File: src/rtl/urpt_pkg.sv
// Shared types and constants for the UDP port relay token policer.
// No dependencies; imported by every module of the block.
package urpt_pkg;

    localparam int PORT_AW = 16;

    localparam logic [15:0] MIN_FRAME  = 16'd42;
    localparam logic [15:0] ETYPE_IPV4 = 16'h0800;
    localparam logic [7:0]  PROTO_UDP  = 8'd17;

    localparam logic [7:0]  RATE_RESET  = 8'd1;
    localparam logic [31:0] BURST_RESET = 32'd10485760;
    localparam logic [7:0]  QUOTA_RESET = 8'd3;

    typedef enum logic [1:0] {
        V_PASS = 2'd0,
        V_DROP = 2'd1,
        V_TX   = 2'd2
    } t_verdict;

    typedef enum logic [1:0] {
        CFG_RATE  = 2'd0,
        CFG_BURST = 2'd1,
        CFG_QUOTA = 2'd2
    } t_cfg_index;

    typedef struct packed {
        logic        valid;
        logic [31:0] tokens;
        logic [63:0] last_time;
        logic [31:0] home_addr;
        logic [15:0] reply_port;
    } t_port_rec;

    typedef struct packed {
        logic [31:0] source;
        logic [7:0]  count;
    } t_quota_rec;

endpackage

File: src/rtl/urpt_quota_mem.sv
// Per-source quota table: source address and registration count per entry.
// Read data is registered. Depends on urpt_pkg.
module urpt_quota_mem #(
    parameter int ENTRIES = 16,
    parameter int AW      = 4
) (
    input  logic                       i_clk,
    input  logic                       i_we,
    input  logic [AW-1:0]              i_waddr,
    input  urpt_pkg::t_quota_rec       i_wdata,
    input  logic [AW-1:0]              i_raddr,
    output urpt_pkg::t_quota_rec       o_rdata
);
    import urpt_pkg::*;

    t_quota_rec r_mem [0:ENTRIES-1];
    t_quota_rec r_rdata;

    always_ff @(posedge i_clk) begin
        if (i_we) begin
            r_mem[i_waddr] <= i_wdata;
        end
        r_rdata <= r_mem[i_raddr];
    end

    assign o_rdata = r_rdata;
endmodule
File: config.mk
export PLATFORM = sky130hd
export DESIGN_NAME = urpt_quota_mem
export DESIGN_NICKNAME = d
export VERILOG_FILES = /design/src/rtl/urpt_pkg.sv /design/src/rtl/urpt_quota_mem.sv
export SDC_FILE = /design/constraint.sdc
export NUM_CORES = 1
export LEC_CHECK = 0
export BUFFER_PORTS_ARGS = -buffer_cell sky130_fd_sc_hd__buf_2
export CORE_MARGIN = 4
export CORE_UTILIZATION = 45
export CTS_BUF_LIST = sky130_fd_sc_hd__clkbuf_8
export CTS_CLUSTER_DIAMETER = 60
export DETAILED_ROUTE_END_ITERATION = 10
export PLACE_DENSITY = 0.58
export SLEW_MARGIN = 10
export SYNTH_ARGS = -nofsm -noshare
export SYNTH_HDL_FRONTEND = slang
export SYNTH_SLANG_ARGS = --single-unit
File: constraint.sdc
create_clock -name i_clk -period 5.05 [get_ports i_clk]
set_input_delay 0.505 -clock i_clk [delete_from_list [all_inputs] [get_ports i_clk]]
set_output_delay 0.505 -clock i_clk [all_outputs]
set_load 0.02 [all_outputs]
# After elaboration in Yosys (flattened, before gate mapping)
# Memory sizes are Yosys's and may differ from the RTL's. A register that Yosys moved wholly into a read port is not among the register bits.
# Cells that the tools add are included.
# word_totals
mem_count	1
regBits	0
out_inout_bits	40
word_cells	3
ram_bits	640
# classes
n_mux	2
# memory_table
memory	words	word_bits	read_ports	rd_ports_with_merged_regs	write_ports	line	rtl
r_mem	16	40	1	1	1	urpt_quota_mem.sv:16	t_quota_rec r_mem [0:ENTRIES-1];
# op_table
cell	count
1-bit two-way mux	2

# Depth between registers and ports, before layout
# Gate-level depths: netlist (run 1).
# depth
word_depth	2
ltp_mapped	6
depth_no_buf	3

# Least setup slack after synthesis (run 1)
# Ideal clock, no wire load.
# synth_timing
path_kind	input-to-reg
from	in i_waddr[2]
to	mem r_mem[0][0] in the netlist's numbering, enable pin
path_stages	2
path_slack_ns	0.803
path_buffers	0
t_arrival_ns	3.760
t_required_ns	4.563
path_cell_list	or3b_2 nor3_1
# synth_rtl
element	line	rtl
start: declaration	urpt_quota_mem.sv:9	input logic [AW-1:0] i_waddr,
end: declaration	urpt_quota_mem.sv:16	
# No word-level cell before the write port.

# Final worst setup path (run 1)
# layout_timing
from	in i_waddr[3]
to	mem r_mem[7][0] in the netlist's numbering, enable pin
# No word-level cell before the write port.

==> metrics list, run 1 <==
- In this run the worst hold path is classified as primary input to flop.
* Wire length on met1: 24.0 mm
- The number of global-route vias before repair was 12176.
* Total cell area at the placement stage: 0.0265 mm²
* Cells along the critical path: buf_2 > nand3b_1 > nor2_4 > buf_4
- Across all hold checks on the routed design, the worst slack comes to 188 ps.
* Synth Flop Type: edfxtp_1
- For flop-to-flop paths, the worst setup slack is 3640 ps.
* Static Leakage: 9.61 nW
* Site row count: 86
* Area share of the leading cell type in the synthesized netlist: 0.765
- Slowest stage cell, crit path: nor2_4
* Initial antenna violation count: 0
* Number of endpoints failing setup at the final stage: 0
* Total clock buffers created by CTS: 110
- TritonRoute pass-1 iters: 5
- In the final layout, the share of cells above drive strength 1 is 0.301.
- In the final routed layout, each cell accounts on average for 25.9 µm.
- Of all cell types, the one taking the most synthesized area is edfxtp_1.
* Cell with the most instances after synthesis: edfxtp_1
* Avg Vias per Cell: 5.57
- CTS tree: built
- Slew @ Worst Pin: 1060 ps
- Final Routed Wirelength: 53.4 mm
- Post-synth ARST share: 0
- Final weighted congestion in routability-driven placement: 0.711
* Final ANT Viol Nets: 0
- Pin count of the biggest net entering global routing: 76
- After legalization and detailed placement, the total HPWL measured 27.6 mm.
- TNS Setup: 0 ps
- The first global-routing pass estimated 80.0 mm of wire.
- Cts-stage hold buffer count: 0
* Count of routing violations after the opening detailed-route iteration: 957
* Final critical-path share of the clock period: 0.406
- Maximum level of the CTS H-tree: 3
- STA classifies the critical path startpoint as a primary input.
- Via Count: 11494
- The worst path in the final design needs a cycle of 2050 ps, including I/O delays and setup.
* Area enclosed by the die boundary: 0.0597 mm²
- CTS clk-pin slew, worst paths: 60 ps
- Cts repair resizes: 0
* Count of boundary I/O pins: 90
- After global routing the overflow that remains totals 0.
- The later pin in the worst-skew pair is clocked with a latency of 680 ps.
* Post-Synthesis Cell Area: 0.0251 mm²
- Clock tree synthesis selected as its root buffer the cell clkbuf_8.
- Max-cap violations in this run came to 0.
- Type of the setup path with the least slack: primary input to flop
- Counting every net in the synthesized netlist gives 1090.
- Measured along the y axis, the die boundary spans 244 µm.
- Run status: finished, final reports clean
* Worst setup skew after layout: 25.8 ps
- Critical Path Fanout Max: 24
- The net count of the finished layout is 1269.
- Length of routed met2 wiring: 25.6 mm
- In the synthesized netlist, the number of instances is 1040.
* WL met3: 2.92 mm
- Starting Density: 0.455
- Setup bufs post-CTS: 0
- Slowest cell delay on critical path: 900 ps
- Largest voltage drop on the vdd net: 195 µV
- EDFF count, synth: 640
* Worst path required time: 5390 ps
* Post-layout instance area: 0.0287 mm²
- Of the synthesized area, sequential elements account for 0.797.
- Counting instances in the post-synthesis netlist gives the leading cell types as edfxtp_1, mux4_2, a22oi_1.
- Data arrival time at the worst-slack endpoint: 2390 ps
* Final Max Tran Viols: 0
- STA classifies the critical path endpoint as a flop.
- Setup repair after global routing missed its margin: false
- Count of buffers from port buffering: 89
- CTS Buffer Depth: 3
* Antenna Cells: 0
- Derived from the worst setup path, the maximum achievable clock frequency is 0.488 GHz.
* Cell types occupying the most area after synthesis: edfxtp_1, mux4_2, mux4_1, dfxtp_1, a22oi_1
- After detailed routing, the number of remaining DRC violations is 0.
- Tot GR Track Use: 0.182
* Area of the core region: 0.0552 mm²
- Compared with the post-synthesis result, the final layout area differs by 14.2%.
- Warning count from the yosys run: 0
* Pwr per Cell Area: 400 mW/mm²
- Number of register bits inferred by synthesis: 680
- CTS Sinks: 680
- Top layer in use: met4
- The final count of hold timing violations is 0.
- Total design power: 11.5 mW
* Remaining max-slew budget at the tightest pin: 0.293
- The floorplan step set the die width to 244 µm.
* Mean instance size in the synthesized netlist: 24.2 µm²
- Finished Core Util: 0.520
- The netlist uses 19 different library cells.
-- layout by cell type, fill, tap and decap left out, types with 2 or more instances in the layout --
cell type / n
a22oi_1: 80
buf_2: 87
buf_4: 30
bufinv_16: 3
clkbuf_8: 125
clkinv_1: 7
clkinv_2: 22
clkinvlp_4: 2
dfxtp_1: 40
edfxtp_1: 640
inv_1: 47
inv_8: 2
mux4_1: 60
mux4_2: 100
nand2_1: 41
nand2b_1: 2
nand3b_1: 2
nor2_4: 13
nor2b_4: 2
nor3_2: 4
-- sequential cells by signal, summed over array words and instances (netlist names) --
name / count
o_rdata: 40
r_mem: 640
-- per-stage QoR --
| step | cells | setup slack [ps] |
|---|---|---|
| 2_1_floorplan | 1040 | 803 |
| 3_3_place_gp | 1855 | 2310 |
| 3_5_place_dp | 1855 | 2280 |
| 4_1_cts | 2065 | 3020 |
| 5_1_grt | 2065 | 2930 |
| 6_report | 2065 | 3000 |
-- final timing paths --
kind	start	to	cells past startpoint
hold / removal	i_wdata[17]	r_mem[13][17]$_DFFE_PP_	1
hold reg to reg	r_mem[7][34]$_DFFE_PP_	o_rdata[34]$_DFF_P_	3
setup reg to reg	r_mem[5][36]$_DFFE_PP_	o_rdata[36]$_DFF_P_	3
setup / recovery	i_waddr[3]	r_mem[7][0]$_DFFE_PP_	4
-- power by group --
group	switching, mW	internal, mW
combinational	0.355	0.217
sequential	0.0382	6.31
clock	2.14	2.43
total	2.53	8.96
-- logic make-up (layout without fill, tap and decap cells) --
logic type | count (synthesis) | count (layout) | share of synthesized area
AO/OA/AOI/OAI | 80 | 80 | 0.0239
buffers and inverters | 53 | 330 | 0.0159
flip-flops | 680 | 680 | 0.797
multiplexers | 160 | 160 | 0.152
AND/OR/NAND/NOR | 67 | 67 | 0.0113
-- worst max-delay path, delay by kind of cell --
family / cells / cell delay [ps]
and+or+nand+nor: 2 / 1270
buffers and inverters: 2 / 580
-- routing by layer --
metal	vias to the layer above	track usage
li1	4883	-
met1	6210	0.266
met2	323	0.282
met3	78	0.0399
met4	0	0.0471
met5	-	0
-- area by class of cell --
class | count | area (µm²)
Clock buffer | 125 | 1720
Multi-Input combinational cell | 307 | 4850
Clock inverter | 85 | 465
Tap cell | 748 | 936
Timing Repair Buffer | 120 | 707
Fill cell | 4326 | 26500
Sequential cell | 680 | 20000
(Power assumes the default switching activity.)
==> run 2: changes to the inputs <==
Settings changed: PLACE_DENSITY 0.58 to 0.6.
Clock period 5.05 ns to 1.77 ns, I/O delays scaled along.
==> metrics list, run 2 (synthesis gave the netlist of run 1 again) <==
- Run status: finished, final reports clean
* Antenna Cells: 0 (unchanged)
- The number of global-route vias before repair is 12314 (+1.1%).
* Crit path setup slack, layout: 267 ps (-2740 ps)
* Pin count of the biggest net entering global routing: 42 (-45%)
- Data arrival time at the worst-slack endpoint: 1330 ps (-1060 ps)
- The clock-pin transition on the worst setup and hold timing paths was 60 ps (about the same).
- Cells along the critical path: buf_2
- Final critical-path share of the clock period: 0.849
- Critical Path Fanout Max: 1 (-96%)
* Final Routed Wirelength: 53.5 mm (about the same)
- The proportion of total power due to net switching was 0.218 (-0.00221).
- Final HPWL DP: 28.6 mm (+3.4%)
* CP top delay family: flip-flops
- The fraction of layout instances using a drive strength above 1 is 0.300 (-0.00144).
- Remaining Overflow, GRT: 0 (unchanged)
- Kind of end point of the critical path: primary output
- Setup repair after global routing missed its margin: false
* TNS Setup: 0 ps (unchanged)
* Cell Count Post-Placement: 1891 (+1.9%)
- TritonCTS built the clock tree.
* Site row count: 86 (unchanged)
- The count of final max-slew check failures is 0 (unchanged).
- CP Buf/Inv Count: 1 (-1)
- STA classifies the critical path startpoint as a flop.
* Largest voltage drop on the vdd net: 505 µV (+160%)
- Leaving out fill and tap cells, the most frequent cell in the layout is edfxtp_1.
* Wire per inst: 25.1 µm (-2.9%)
- Worst setup skew after layout: 24.5 ps (-1.28 ps)
- Pwr per Cell Area: 1080 mW/mm² (+170%)
- The height of the chip came to 244 µm (unchanged).
- Path type of the worst min-delay path: primary input to flop
- Max capacitance violation total: 0 (unchanged)
- By startpoint and endpoint, the worst setup path is classified as flop to primary output.
- The global-route wire length before repair came to 79.7 mm (-0.32%).
* Area of the core region: 0.0552 mm² (unchanged)
- Flip-flop count of the largest register, all copies and words added: 640 (unchanged)
- The delay of the slowest cell on the worst path came to 440 ps (-460 ps).
* Number of endpoints failing setup at the final stage: 0 (unchanged)
* Cts repair resizes: 0 (unchanged)
- Area enclosed by the die boundary: 0.0597 mm² (unchanged)
- Top achievable clock speed: 0.665 GHz
* Final ANT Viol Nets: 0 (unchanged)
- The proportion of power drawn by the clock network came to 0.376 (-0.022).
- Placement-stage worst setup slack: 39.9 ps (-2240 ps)
* Static Leakage: 9.96 nW (+3.6%)
- Maximum level of the CTS H-tree: 3 (unchanged)
- The slew at the pin with the worst max-slew slack came to 537 ps (-521 ps).
- The number of nets at the end of the flow was 1342 (+5.8%).
- Counting I/O delays and the setup requirement, the final critical path takes 1500 ps.
- The final-layout fill cell count came to 4232 (-2.2%).
- Post-layout instance area: 0.0297 mm² (+3.5%)
- Via Count: 11686 (+1.7%)
- The internal power contribution is 25.0 mW (+180%).
- Final weighted congestion in routability-driven placement: 0.726 (+2.1%)
- The global-route usage over all layers is 0.181 (about the same).
- Commonest cells after routing, fill and taps aside: edfxtp_1, clkbuf_8, mux4_2, buf_2, a22oi_1
* Total cell area at the placement stage: 0.0273 mm² (+3.0%)
* Switching power total: 6.97 mW (+180%)
* Slowest stage cell, crit path: dfxtp_1
- Relative to the synthesized area, the layout overhead comes to 18.2%.
- The number of antenna violations at the first check in global routing was 3 (+3).
- The worst relative slew slack is 0.642 (+0.349).
- The remaining design rule violation count came to 0 (unchanged).
* Gate power share: 0.057 (+0.007)
- The final instance count without filler cells is 2128 (+3.1%).
* Proportion of power drawn by flip-flops and latches: 0.567 (+0.014)
* CTS Buffer Depth: 3 (unchanged)
* Worst path required time: 1590 ps (-3800 ps)
- Die Width: 244 µm (unchanged)
* Clk_lat worst skew: 670 ps (about the same)
- Cell at the root of the clock tree: clkbuf_8
* Count of routing violations after the opening detailed-route iteration: 956 (-0.10%)
- Top reg by flops: r_mem
* Total clock buffers created by CTS: 106 (-3.6%)
- Number of hold violations in the final report: 0 (unchanged)
- The number of port buffers came to 89 (unchanged).
- Count of boundary I/O pins: 90 (unchanged)
- CTS Sinks: 680 (unchanged)
- Avg Vias per Cell: 5.49 (-1.3%)
- The initial standard-cell utilization of the core came to 0.455 (unchanged).
- TritonRoute pass-1 iters: 5 (unchanged)
==> run 2: cell count changes in the layout (fill, tap and decap cells not counted), moves of 9 or more <==
cell	delta
buf_12	+40
clkinv_1	+16
clkinv_2	-9
dlygate4sd3_1	+41
inv_1	-10
==> run 2: repair_timing <==
action                     4_1_cts  5_1_grt
setup buffers                    0        0
setup endpoints to repair        0        0
hold endpoints to repair       641        0
hold buffers                    41        0
==> run 2: final cells by class <==
cell class,instances,area (µm²),area share
clock buffer,121,1670,0.0561
clock inverter,75,307,0.0103
multi-input combinational,307,4880,0.164
sequential,680,20000,0.674
tap,748,936,0.0315
timing repair buffer,197,1890,0.0636
==> run 2: through the flow <==
| step | hold WS (ps) | utilization | power [mW] |
|---|---|---|---|
| after floorplan | 276 | - | 19.4 |
| after global placement | 551 | 0.495 | 20.2 |
| after detailed placement | 562 | 0.495 | 20.2 |
| after CTS | 58.1 | 0.538 | 32.4 |
| after global routing | 114 | 0.538 | 33.3 |
| final | 131 | 0.538 | 32.0 |
==> run 2: layer usage <==
metal / global-route usage / wire length, µm
met1: 0.272 / 24700
met2: 0.275 / 25000
met5: 0 / 21
met4: 0.0518 / 759
met3: 0.0353 / 2990
==> run 2: power groups by stage <==
stage	logic (mW)	registers (mW)	clock network, mW
final	1.83	18.1	12.0
after floorplan	0.887	18.6	0
after global placement	1.75	18.4	0
after global routing	1.97	18.1	13.2
after detailed placement	1.78	18.5	0
after CTS	1.86	18.1	12.4
==> run 2: final timing paths <==
kind / from / end / slack [ps] / cells past startpoint
worst max register to register: r_mem[3][16]$_DFFE_PP_ / o_rdata[16]$_DFF_P_ / 450 / 3
worst min-delay path: i_raddr[0] / o_rdata[13]$_DFF_P_ / 130 / 4
worst max-delay path: o_rdata[38]$_DFF_P_ / o_rdata[38] / 270 / 1
worst min register to register: r_mem[15][4]$_DFFE_PP_ / o_rdata[4]$_DFF_P_ / 650 / 3
==> run 3: changes to the inputs <==
Clock period 1.77 ns to 1.3 ns, I/O delays scaled along.
==> metrics list, run 3 (synthesis gave the netlist of run 1 again) <==
- Max capacitance violation total: 0 (unchanged)
- Worst setup skew after layout: 17.5 ps (-7.07 ps)
- The worst relative slew slack is 0.734 (+0.0922).
- Top achievable clock speed: 0.744 GHz
* Placement-stage worst setup slack: -362 ps (-402 ps)
- The setup total negative slack was -48.6 ps (-48.6 ps).
- Ranked by flip-flop count, first place goes to r_mem.
* Period minus WS final: 1340 ps
- The full die area is 0.0597 mm² (unchanged).
- Among all stages on the critical path, the largest delay is contributed by mux4_2.
* Final Max Tran Viols: 0 (unchanged)
- Walking the worst path, the cells encountered are mux4_2 > a22oi_2 > nand2_2.
- Slowest cell delay on critical path: 480 ps (+40 ps)
* Wire per inst: 25.4 µm (+0.89%)
- Cell depth of the worst setup path: 3 (+2)
- Total design power: 44.3 mW (+39%)
- Starting Density: 0.455 (unchanged)
- The peak fanout along the critical path was 1 (unchanged).
- The total overflow reported by the global router came to 0 (unchanged).
- DRC Markers: 0 (unchanged)
- Area of the core region: 0.0552 mm² (unchanged)
- The global-route usage over all layers was 0.189 (+0.00783).
- Flip-flop count of the largest register, all copies and words added: 640 (unchanged)
- The global routing met3 resource utilization is 0.0348 (-0.000548).
- Final HPWL DP: 32.4 mm (+13%)
- Avg Vias per Cell: 5.43 (-1.1%)
- CTS Sinks: 680 (unchanged)
- The post-CTS setup repair buffer count was 0 (unchanged).
* CP top delay family: multiplexers
* Initial antenna violation count: 4 (+1)
* Final weighted congestion in routability-driven placement: 0.732 (+0.74%)
* Clk_lat worst skew: 680 ps (about the same)
- Setup repair after global routing missed its margin: true
- Failing checks: negative setup slack
* Share of final-layout standard cells stronger than drive strength 1: 0.424 (+0.124)
- Slew @ Worst Pin: 399 ps (-138 ps)
- Worst path required time: 1850 ps (+260 ps)
- CTS tree: built
- Type of the setup path with the least slack: flop to flop
- Type of element launching the critical path: flop
- Instance count along the most critical hold path: 4 (unchanged)
* Layout net count: 1391 (+3.7%)
- CP Buf/Inv Count: 0 (-1)
- Total cell area at the placement stage: 0.0278 mm² (+1.7%)
- The final critical-path setup slack came to -43.9 ps (-311 ps).
- Path type of the worst min-delay path: primary input to flop
* CTS clk-pin slew, worst paths: 60 ps (about the same)
- From synthesis to final layout, the design area changed by 22.1%.
* Count of buffers from port buffering: 89 (unchanged)
* Run status: complete, but fails checks
- The met1 usage in global routing came to 0.277 (+0.00466).
- Non-filler instance count after layout: 2181 (+2.5%)
- Commonest non-fill, non-tap cell in the layout: edfxtp_1
- The number of placement rows is 86 (unchanged).
- The root buffer cell chosen for the clock tree is clkbuf_8.
- Number of endpoints failing setup at the final stage: 2 (+2)
* Number of cell instances on the worst register-to-register path: 3 (unchanged)
- TritonRoute pass-1 iters: 5 (unchanged)
* Total clock buffers created by CTS: 105 (-0.94%)
- Cell Count Post-Placement: 1941 (+2.6%)
- The data arrival time of the critical path is 1900 ps (+570 ps).
- The number of DRC markers after the initial detailed-route iteration was 924 (-3.3%).
* Final Routed Wirelength: 55.3 mm (+3.4%)
- Maximum level of the CTS H-tree: 3 (unchanged)
* Count of boundary I/O pins: 90 (unchanged)
- Via count of the first global-routing pass: 12794 (+3.9%)
- Largest voltage drop on the vdd net: 683 µV (+35%)
- Global-route wire length before repair: 83.1 mm (+4.3%)
* Die outline height: 244 µm (unchanged)
- Via Count: 11851 (+1.4%)
* Pin count of the biggest net entering global routing: 27 (-36%)
- The final count of hold timing violations was 0 (unchanged).
- The library cells used most frequently in the layout, excluding fill and tap cells, are edfxtp_1, mux4_2, clkbuf_8, buf_12, buf_4.
* Global routing met2 resource utilization: 0.296 (+0.0203)
- After global routing, the most crowded layer is met2.
* Die Width: 244 µm (unchanged)
* CTS Buffer Depth: 3 (unchanged)
- Static Leakage: 10.1 nW (+1.8%)
- Kind of end point of the critical path: flop
- The power per standard cell area came to 1440 mW/mm² (+34%).
- Final critical-path share of the clock period: 1.03
* Post-layout instance area: 0.0307 mm² (+3.3%)
* Final ANT Viol Nets: 0 (unchanged)
run 3: cell types whose count changed in the layout (fill, tap and decap cells not counted), moves of 29 or more:
| cell | previous run | this run |
|---|---|---|
| a22oi_1 | 80 | 39 |
| a22oi_2 | 0 | 41 |
| buf_2 | 87 | 47 |
| buf_4 | 26 | 55 |
| buf_6 | 1 | 38 |
| dfxtp_1 | 40 | 3 |
| dfxtp_2 | 0 | 32 |
| mux4_1 | 60 | 0 |
| mux4_2 | 100 | 160 |
run 3: path summary, 6_finish.rpt:
path / from / end / slack, ps
max: r_mem[0][24]$_DFFE_PP_ / o_rdata[24]$_DFF_P_ / -40
min: i_raddr[0] / o_rdata[19]$_DFF_P_ / 60
max reg2reg: r_mem[0][24]$_DFFE_PP_ / o_rdata[24]$_DFF_P_ / -40
min reg2reg: r_mem[6][17]$_DFFE_PP_ / o_rdata[17]$_DFF_P_ / 660
run 3: area by class of cell:
type / instances / area [µm²]
Multi-Input combinational cell: 307 / 4890
Timing Repair Buffer: 247 / 2790
Antenna cell: 3 / 7.51
Clock inverter: 83 / 424
Sequential cell: 680 / 20100
Clock buffer: 113 / 1560
Tap cell: 748 / 936
Fill cell: 4129 / 24500
run 3: report_power, final:
part	switching [mW]	leakage, nW	total [mW]	internal, mW
Sequential	0.200	6.12	24.7	24.5
Clock	8.00	1.14	16.6	8.61
Combinational	1.54	2.87	2.95	1.42
run 3: timing repair:
| action | 4_1_cts | 5_1_grt |
|---|---|---|
| hold buffers | 42 | 0 |
| endpoints found under the setup margin | 48 | 53 |
| endpoints found under the hold margin | 644 | 0 |
| pin swaps | 5 | 21 |
| resized for setup | 126 | 36 |
run 3: per-stage QoR:
| step | hold slack [ps] | util |
|---|---|---|
| 6_report | 64.3 | 0.556 |
| 2_1_floorplan | 229 | - |
| 5_1_grt | 59.8 | 0.556 |
| 3_5_place_dp | 517 | 0.503 |
| 4_1_cts | 21.1 | 0.553 |
| 3_3_place_gp | 505 | 0.503 |
run 3: metal layers:
metal  share of wire  up-vias  wire length, µm
li1                -     5088                -
met5         0.00024        -               13
met1            0.45     6339            24700
met4           0.018        2              978
met3           0.052       77             2890
met2            0.48      345            26800
run 3: tightest hold or removal path, cell delays in order:
cell,delay [ps]
buf_8,180
mux4_2,270
a22oi_2,50
nand2_1,70
